`config.mk`:
```
export PLATFORM = sky130hd
export DESIGN_NAME = sample_hold_bit_crusher
export DESIGN_NICKNAME = d
export VERILOG_FILES = /design/src/shbc_pkg.sv /design/src/sample_hold_bit_crusher.sv
export SDC_FILE = /design/constraint.sdc
export NUM_CORES = 2
export LEC_CHECK = 0
export BUFFER_PORTS_ARGS = -buffer_cell sky130_fd_sc_hd__buf_4
export CAP_MARGIN = 10
export CORE_MARGIN = 3
export CORE_UTILIZATION = 25
export DETAILED_ROUTE_END_ITERATION = 8
export GPL_ROUTABILITY_DRIVEN = 0
export SLEW_MARGIN = 15
export SYNTH_ARGS = -nofsm -noshare
export SYNTH_HDL_FRONTEND = slang
export SYNTH_SLANG_ARGS = --single-unit
```
`constraint.sdc`:
```
create_clock -name clk -period 10.6 [get_ports clk]
set_clock_uncertainty 0.2 [all_clocks]
set_input_delay 1.06 -clock clk [delete_from_list [all_inputs] [get_ports clk]]
set_output_delay 1.06 -clock clk [all_outputs]
set_load 0.05 [all_outputs]
```
`src/shbc_pkg.sv`:
```
// ----------------------------------------------------------------------------
// Sample-and-hold bit crusher package
// Shared payload types, register indexes and fixed-point constants for the
// crusher datapath.
// ----------------------------------------------------------------------------
package shbc_pkg;

    localparam int SAMPLE_W = 24;
    localparam int AMOUNT_W = 17;
    localparam int AMT_FRAC = 16;
    localparam int CFG_IDX_W = 1;
    localparam int CFG_DATA_W = 2;

    // Register indexes of the configuration port.
    localparam logic [CFG_IDX_W-1:0] REG_CRUSH_ENABLE  = 1'b0;
    localparam logic [CFG_IDX_W-1:0] REG_CHANNEL_COUNT = 1'b1;

    localparam logic [AMOUNT_W-1:0] AMT_ONE = 17'd65536;
    // Smallest amount for which amount * 1000 reaches full scale.
    localparam logic [AMOUNT_W-1:0] AMT_MIN = 17'd66;
    // Sixteen bits of depth in Q.16, the starting point of the bit count.
    localparam logic [20:0] BITS_START = 21'h100000;
    localparam logic [15:0] EXP_C1 = 16'd43049;
    localparam logic [14:0] EXP_C2 = 15'd22487;

    localparam logic signed [SAMPLE_W-1:0] SMP_MAX = 24'sh7fffff;
    localparam logic signed [SAMPLE_W-1:0] SMP_MIN = 24'sh800000;

    // Quotient bits produced by the divider, one per cycle.
    localparam int DIV_STEPS = 24;

    typedef struct packed {
        logic signed [SAMPLE_W-1:0] left_in;
        logic signed [SAMPLE_W-1:0] right_in;
        logic [AMOUNT_W-1:0]        crush_amount;
    } shbc_in_t;

    typedef struct packed {
        logic signed [SAMPLE_W-1:0] left_out;
        logic signed [SAMPLE_W-1:0] right_out;
    } shbc_out_t;

endpackage

```
`src/sample_hold_bit_crusher.sv`:
```
// Flow: a frame that passes through (crusher off or negligible amount) goes
// straight to the output register; a crushed frame is processed channel by
// channel. The input stalls until the result is loaded for output, so frames
// do not overlap; the restoring divider produces one quotient bit a cycle
// (24 steps per channel).
// Reset: asynchronous, active low; hold registers and counter clear, the
// crusher is off and both channels are active.
// ----------------------------------------------------------------------------
// Sample-and-hold bit crusher
// Lowers sample rate and bit depth of a stereo frame under a sequencer that
// drives one shared multiplier and a bit-serial divider.
// ----------------------------------------------------------------------------
module sample_hold_bit_crusher (
    input  logic                               clk,
    input  logic                               rst_n,
    input  logic                               in_valid,
    output logic                               in_stall,
    input  shbc_pkg::shbc_in_t                 in_data,
    output logic                               out_valid,
    input  logic                               out_stall,
    output shbc_pkg::shbc_out_t                out_data,
    input  logic                               cfg_valid,
    output logic                               cfg_ready,
    input  logic [shbc_pkg::CFG_IDX_W-1:0]     cfg_index,
    input  logic [shbc_pkg::CFG_DATA_W-1:0]    cfg_data
);

    localparam logic [3:0] S_IDLE  = 4'd0;
    localparam logic [3:0] S_EXP0  = 4'd1;
    localparam logic [3:0] S_EXP1  = 4'd2;
    localparam logic [3:0] S_EXP2  = 4'd3;
    localparam logic [3:0] S_MAG   = 4'd4;
    localparam logic [3:0] S_ROUND = 4'd5;
    localparam logic [3:0] S_DIVI  = 4'd6;
    localparam logic [3:0] S_DIV   = 4'd7;
    localparam logic [3:0] S_MULD  = 4'd8;
    localparam logic [3:0] S_BLEND = 4'd9;
    localparam logic [3:0] S_DONE  = 4'd10;

    logic [3:0]  state_reg;
    logic [3:0]  state_next;

    logic        crush_enable_reg;
    logic [1:0]  channel_count_reg;
    logic [23:0] held_left_reg;
    logic [23:0] held_right_reg;
    logic [3:0]  hold_count_reg;

    logic [23:0] l_reg;
    logic [23:0] r_reg;
    logic [16:0] a_reg;
    logic [4:0]  n_reg;
    logic [15:0] x_reg;
    logic [16:0] e_reg;
    logic [41:0] prod_reg;
    logic [18:0] k_reg;
    logic [17:0] rem_reg;
    logic [23:0] dq_reg;
    logic [4:0]  div_cnt_reg;
    logic        ch_reg;
    logic        d_neg_reg;
    logic [23:0] res_l_reg;
    logic [23:0] res_r_reg;
    logic        out_valid_reg;
    shbc_pkg::shbc_out_t out_data_reg;

    // Accept-time decode
    logic        accept;
    logic        two_ch;
    logic [16:0] a_sat;
    logic        crush_on;
    logic [20:0] amt15;
    logic [4:0]  hold_len;
    logic [4:0]  cnt_next;
    logic        capture;
    logic [20:0] amt12;
    logic [20:0] bits_q16;

    // Datapath
    logic [23:0] held_cur;
    logic        h_neg;
    logic [23:0] h_mag;
    logic [23:0] in_cur;
    logic [57:0] p_sh;
    logic [57:0] p_rnd;
    logic [5:0]  num_shift;
    logic [57:0] num_sh;
    logic [57:0] div_in;
    logic [17:0] trial;
    logic        trial_ge;
    logic [25:0] q_s;
    logic [25:0] d_s;
    logic [24:0] d_mag;
    logic [25:0] r_mag;
    logic [26:0] sum_s;
    logic [23:0] blend_res;
    logic        out_load;

    logic [24:0] mul_a;
    logic [16:0] mul_b;

    assign accept    = in_valid && !in_stall;
    assign in_stall  = (state_reg != S_IDLE);
    assign cfg_ready = 1'b1;
    assign out_valid = out_valid_reg;
    assign out_data  = out_data_reg;
    assign two_ch    = channel_count_reg[1];

    always_comb
    begin
        a_sat    = (in_data.crush_amount > shbc_pkg::AMT_ONE) ? shbc_pkg::AMT_ONE
                                                                : in_data.crush_amount;
        crush_on = crush_enable_reg && (a_sat >= shbc_pkg::AMT_MIN);
        amt15    = {a_sat, 4'b0000} - {4'b0000, a_sat};
        hold_len = {1'b0, amt15[19:16]} + 5'd1;
        cnt_next = {1'b0, hold_count_reg} + 5'd1;
        capture  = (cnt_next >= hold_len);
        amt12    = {1'b0, a_sat, 3'b000} + {2'b00, a_sat, 2'b00};
        bits_q16 = shbc_pkg::BITS_START - amt12;
    end

    always_comb
    begin
        held_cur  = ch_reg ? held_right_reg : held_left_reg;
        h_neg     = held_cur[23];
        h_mag     = h_neg ? (24'd0 - held_cur) : held_cur;
        in_cur    = ch_reg ? r_reg : l_reg;

        // Scale by 2^n, then round to whole quantizer steps.
        p_sh      = {17'd0, prod_reg[40:0]} << n_reg;
        p_rnd     = p_sh + (58'd1 << 38);

        num_shift = 6'd39 - {1'b0, n_reg};
        num_sh    = {39'd0, k_reg} << num_shift;
        div_in    = num_sh + {42'd0, e_reg[16:1]};

        trial     = {rem_reg[16:0], dq_reg[23]};
        trial_ge  = (trial >= {1'b0, e_reg});

        q_s       = h_neg ? (26'd0 - {2'b00, dq_reg}) : {2'b00, dq_reg};
        d_s       = q_s - {{2{in_cur[23]}}, in_cur};
        d_mag     = d_s[25] ? 25'(26'd0 - d_s) : d_s[24:0];

        r_mag     = 26'((prod_reg + 42'd32768) >> 16);
        sum_s     = {{3{in_cur[23]}}, in_cur}
                  + (d_neg_reg ? (27'd0 - {1'b0, r_mag}) : {1'b0, r_mag});
        if (sum_s[26:23] == 4'b0000 || sum_s[26:23] == 4'b1111)
        begin
            blend_res = sum_s[23:0];
        end
        else
        begin
            blend_res = sum_s[26] ? shbc_pkg::SMP_MIN : shbc_pkg::SMP_MAX;
        end
    end

    // Operand selection for the shared multiplier.
    always_comb
    begin
        mul_a = 25'd0;
        mul_b = 17'd0;
        unique case (state_reg)
            S_EXP0:
            begin
                mul_a = {10'd0, shbc_pkg::EXP_C2};
                mul_b = {1'b0, x_reg};
            end
            S_EXP1:
            begin
                mul_a = {9'd0, x_reg};
                mul_b = {1'b0, shbc_pkg::EXP_C1} + {1'b0, prod_reg[31:16]};
            end
            S_MAG:
            begin
                mul_a = {1'b0, h_mag};
                mul_b = e_reg;
            end
            S_MULD:
            begin
                mul_a = d_mag;
                mul_b = a_reg;
            end
            default:
            begin
                mul_a = 25'd0;
                mul_b = 17'd0;
            end
        endcase
    end

    always_ff @(posedge clk)
    begin
        prod_reg <= {17'd0, mul_a} * {25'd0, mul_b};
    end

    assign out_load = (state_reg == S_DONE) && (!out_valid_reg || !out_stall);

    always_comb
    begin
        state_next = state_reg;
        unique case (state_reg)
            S_IDLE:
            begin
                if (accept)
                begin
                    state_next = crush_on ? S_EXP0 : S_DONE;
                end
            end
            S_EXP0:  state_next = S_EXP1;
            S_EXP1:  state_next = S_EXP2;
            S_EXP2:  state_next = S_MAG;
            S_MAG:   state_next = S_ROUND;
            S_ROUND: state_next = S_DIVI;
            S_DIVI:  state_next = S_DIV;
            S_DIV:
            begin
                if (div_cnt_reg == 5'(shbc_pkg::DIV_STEPS - 1))
                begin
                    state_next = S_MULD;
                end
            end
            S_MULD:  state_next = S_BLEND;
            S_BLEND: state_next = (!ch_reg && two_ch) ? S_MAG : S_DONE;
            S_DONE:
            begin
                if (out_load)
                begin
                    state_next = S_IDLE;
                end
            end
            default: state_next = S_IDLE;
        endcase
    end

    // Control state, configuration and hold registers
    always_ff @(posedge clk or negedge rst_n)
    begin
        if (!rst_n)
        begin
            state_reg         <= S_IDLE;
            crush_enable_reg  <= 1'b0;
            channel_count_reg <= 2'd2;
            held_left_reg     <= 24'd0;
            held_right_reg    <= 24'd0;
            hold_count_reg    <= 4'd0;
            out_valid_reg     <= 1'b0;
            ch_reg            <= 1'b0;
            div_cnt_reg       <= 5'd0;
        end
        else
        begin
            state_reg <= state_next;

            if (cfg_valid && cfg_ready)
            begin
                unique case (cfg_index)
                    shbc_pkg::REG_CRUSH_ENABLE:  crush_enable_reg  <= cfg_data[0];
                    shbc_pkg::REG_CHANNEL_COUNT: channel_count_reg <= cfg_data;
                    default:                     crush_enable_reg  <= crush_enable_reg;
                endcase
            end

            // The hold counter and capture are settled as the frame is taken.
            if (accept && crush_on)
            begin
                if (capture)
                begin
                    hold_count_reg <= 4'd0;
                    held_left_reg  <= in_data.left_in;
                    if (two_ch)
                    begin
                        held_right_reg <= in_data.right_in;
                    end
                end
                else
                begin
                    hold_count_reg <= cnt_next[3:0];
                end
            end

            if (accept)
            begin
                ch_reg <= 1'b0;
            end
            else if (state_reg == S_BLEND)
            begin
                ch_reg <= 1'b1;
            end

            if (state_reg == S_DIVI)
            begin
                div_cnt_reg <= 5'd0;
            end
            else if (state_reg == S_DIV)
            begin
                div_cnt_reg <= div_cnt_reg + 5'd1;
            end

            if (out_load)
            begin
                out_valid_reg <= 1'b1;
            end
            else if (!out_stall)
            begin
                out_valid_reg <= 1'b0;
            end
        end
    end

    // Datapath registers
    always_ff @(posedge clk)
    begin
        if (accept)
        begin
            l_reg     <= in_data.left_in;
            r_reg     <= in_data.right_in;
            a_reg     <= a_sat;
            n_reg     <= bits_q16[20:16];
            x_reg     <= bits_q16[15:0];
            res_l_reg <= in_data.left_in;
            res_r_reg <= in_data.right_in;
        end

        case (state_reg)
            S_EXP2:  e_reg <= 17'd65536 + {1'b0, prod_reg[31:16]};
            S_ROUND: k_reg <= p_rnd[57:39];
            S_DIVI:
            begin
                rem_reg <= {1'b0, div_in[40:24]};
                dq_reg  <= div_in[23:0];
            end
            S_DIV:
            begin
                rem_reg <= trial_ge ? (trial - {1'b0, e_reg}) : trial;
                dq_reg  <= {dq_reg[22:0], trial_ge};
            end
            S_MULD:  d_neg_reg <= d_s[25];
            S_BLEND:
            begin
                if (ch_reg)
                begin
                    res_r_reg <= blend_res;
                end
                else
                begin
                    res_l_reg <= blend_res;
                end
            end
            default: d_neg_reg <= d_neg_reg;
        endcase

        if (out_load)
        begin
            out_data_reg.left_out  <= res_l_reg;
            out_data_reg.right_out <= res_r_reg;
        end
    end

    // A transferred frame keeps the sequencer busy in the cycle after the transfer.
    a_busy_after_accept: assert property (@(posedge clk) disable iff (!rst_n)
        accept |=> in_stall)
        else $error("input taken again straight after a transfer");

    // A frame that is not crushed leaves the hold state untouched.
    a_bypass_keeps_hold: assert property (@(posedge clk) disable iff (!rst_n)
        (accept && !crush_on) |=>
            ($stable(hold_count_reg) && $stable(held_left_reg) && $stable(held_right_reg)))
        else $error("hold state changed on a bypassed frame");

    // The partial remainder always stays below the divisor.
    a_div_remainder: assert property (@(posedge clk) disable iff (!rst_n)
        (state_reg == S_DIV) |-> (rem_reg < {1'b0, e_reg}))
        else $error("divider remainder out of range");

    // The right channel is only processed when both channels are active.
    a_right_only_stereo: assert property (@(posedge clk) disable iff (!rst_n)
        (state_reg == S_MAG && ch_reg) |-> two_ch)
        else $error("right channel crushed in mono mode");

    // The result register is never overwritten while a result is still waiting.
    a_no_overwrite: assert property (@(posedge clk) disable iff (!rst_n)
        (out_load && out_valid_reg) |-> !out_stall)
        else $error("pending result overwritten");

endmodule
```
==> flow_summary_export.csv <==
group,metric,value,unit
outcome,status,"complete, no violations",
setup_path,worstSetupPathType,"register to register",
layout,num-nets-final,5291,
global_routing,grtUsageTotal,0.1517,
cts,insertion_delay,0.60,ns
run,drv_cap,0,
cts,clock_sinks,355,
yosys,synthTopCellsByArea,"fa_1 (17%), edfxtp_1 (16%), ha_1 (8.2%)",
floorplanning,ios,124,
setup_path,slowest_delay,0.55,ns
setup_path,cp-start-kind,"register",
yosys,ys_seq_elements,355,
yosys,synth_top_cells_by_count,"inv_1 (520), nand2_1 (480), fa_1 (346)",
place,dp_hpwl,102600,um
layout,layout-drive-gt1-share,0.1884,
timing,setup_viol,0,
cts,cts_buffer_depth,3,
timing,max_slew_margin,0.2509,
setup_path,cp_data_required_time,10.87,ns
setup_path,end_kind,"register",
global_routing,use_met2,0.2458,
yosys,synth_edf_count,207,
cts,path_clk_slew,0.06,ns
routing,drtAntennaViolNets,0,
floorplanning,die_h,406.1,um
place,portBuffers,122,
routing,drt_iter0_markers,2494,
cts,tritoncts,"yes",
yosys,yosysTopAreaCell,"fa_1",
timing,min_period,10.30,ns
yosys,syn_area,40010,sq um
yosys,async_reset_ff_frac,0.1831,
timing,hold_viol,0,
global_routing,use_met1,0.2029,
setup_path,critPathArrivalTime,10.57,ns
timing,period_share,0.9717,
global_routing,gr-total-overflow,0,
yosys,synth_cells,4323,
setup_path,cp_max_fo,8,
routing,drtPass1Iterations,6,
cts,htreeDepth,2,
global_routing,grt_use_met3,0.03535,
floorplanning,die_area,164900,sq um
floorplanning,core-area,158700,sq um
cts,cts-root-buf,"clkbuf_16",
cts,cts_buffers,42,
routing,totalWireLength,127100,um
cts,postCtsHoldBufs,0,
place,placed_area,45050,sq um
worst_hold_path,hold_path.class,"primary input to asynchronous set/reset pin",
floorplanning,rows,146,
layout,syn2layout_area_growth,18.58,%
layout,finalInstanceArea,47450,sq um
yosys,synth_ff_type,"edfxtp_1",
global_routing,antenna_found_initial,8,
timing,fmaxAchievable,97.09,MHz
layout,finalNonFillerCells,6720,
yosys,synth_nets,5003,
global_routing,grt_max_degree,79,
routing,vias_per_cell,4.934,
yosys,synth_top_area_share,0.1731,
layout,largest_register_ffs,48,
yosys,synth-seq-area-share,0.2376,
global_routing,grt_pass1_wl,196000,um
global_routing,grt-busiest-layer,"met2",
timing,rsz0062_at_grt,"true",
global_routing,grt_pass1_vias,32890,
routing,wire_per_inst,18.92,um
yosys,yosysMostFrequentCell,"inv_1",
routing,routed-via-count,33160,
routing,drc_errors,0,
yosys,syn_avg_cell_area,9.256,sq um
floorplanning,initial_utilization,0.2521,
setup_path,slowest_stage,"fa_1",
timing,finalMaxSlewViolations,0,
yosys,synthDistinctLibCells,113,
floorplanning,die_w,406.1,um
place,dp.cells,6607,
timing,tightest_slew,1.124,ns
yosys,yosysWarnings,0,
[metal layers]
| metal | part of all wire | vias up |
|---|---|---|
| met1 | 0.43 | 16420 |
| met2 | 0.45 | 1161 |
| met3 | 0.086 | 244 |
| met5 | 0.00032 | - |
| li1 | - | 15320 |
| met4 | 0.030 | 6 |
[worst paths after layout]
kind                                     to     startpoint  cells after the start  slack (ns)
min                        held_left_reg[1]          rst_n                      1        0.14
min reg2reg                    out_data[41]  res_l_reg[17]                      0        0.23
max in group asynchronous            ch_reg          rst_n                      2        8.91
min in group clk               out_data[41]  res_l_reg[17]                      0        0.23
max reg2reg                    prod_reg[41]      dq_reg[6]                     43        0.30
max                            prod_reg[41]      dq_reg[6]                     43        0.30
[critical path, delay by kind of cell, from the launching register on]
family / cells / cell delay (ns)
and+or+nand+nor: 11 / 2.11
DFF: 1 / 0.40
muxes: 1 / 0.25
xor gates and xnor gates: 3 / 0.53
buffers and inverters: 9 / 1.04
AOI/OAI and AO/OA: 11 / 2.17
adders and majority gates: 8 / 3.44
[layout make-up]
class / instances / area (sq um)
inverters: 524 / 1974
clock buffers: 51 / 1155
well taps: 2072 / 2592
diodes: 3 / 7.507
fillers: 16480 / 111300
flip-flops and latches: 355 / 9509
multi-input cells: 3243 / 28320
repair buffers: 445 / 3572
clock inverters: 27 / 312.8
[placed cells by master, fill, tap and decap left out, types with 73 or more instances in the layout]
| cell | n |
|---|---|
| nand2_1 | 472 |
| fa_1 | 337 |
| a21oi_1 | 153 |
| nor3_1 | 85 |
| nor2b_1 | 73 |
| xnor2_1 | 153 |
| buf_4 | 414 |
| xor2_1 | 113 |
| dfxtp_1 | 83 |
| mux2i_1 | 125 |
| edfxtp_1 | 207 |
| ha_1 | 249 |
| o21ai_0 | 168 |
| inv_1 | 499 |
| nor2_1 | 313 |
| mux2_2 | 105 |
[cell families after synthesis]
kind of cell               synth area share
and+or+nand+nor                      0.1606
other                            0.00009372
xor gates and xnor gates            0.05910
adders and majority gates            0.2547
buffers and inverters               0.07127
AOI/OAI and AO/OA                    0.1205
DFF                                  0.2376
muxes                               0.09616
[per-stage QoR]
stage	hold slack [ns]	util	setup slack, ns	setup TNS [ns]
2_1_floorplan	0.2000	-	0.03362	0
3_3_place_gp	0.2070	0.2838	0.01181	0
3_5_place_dp	0.2117	0.2838	-0.2000	-0.8349
4_1_cts	0.1175	0.2932	0.01842	0
5_1_grt	0.1353	0.2988	-0.1072	-0.4569
6_report	0.1409	0.2989	0.3005	0
[what timing repair did]
action,4_1_cts,5_1_grt
gates cloned,0,2
hold endpoints to repair,0,0
buffers inserted,1,30
resized for setup,5,159
setup endpoints to repair,10,23
pin swaps,1,176
Power is left out: the tool's default activity adds up to more than one toggle a clock period on the data nets, which glitch-free logic cannot reach.
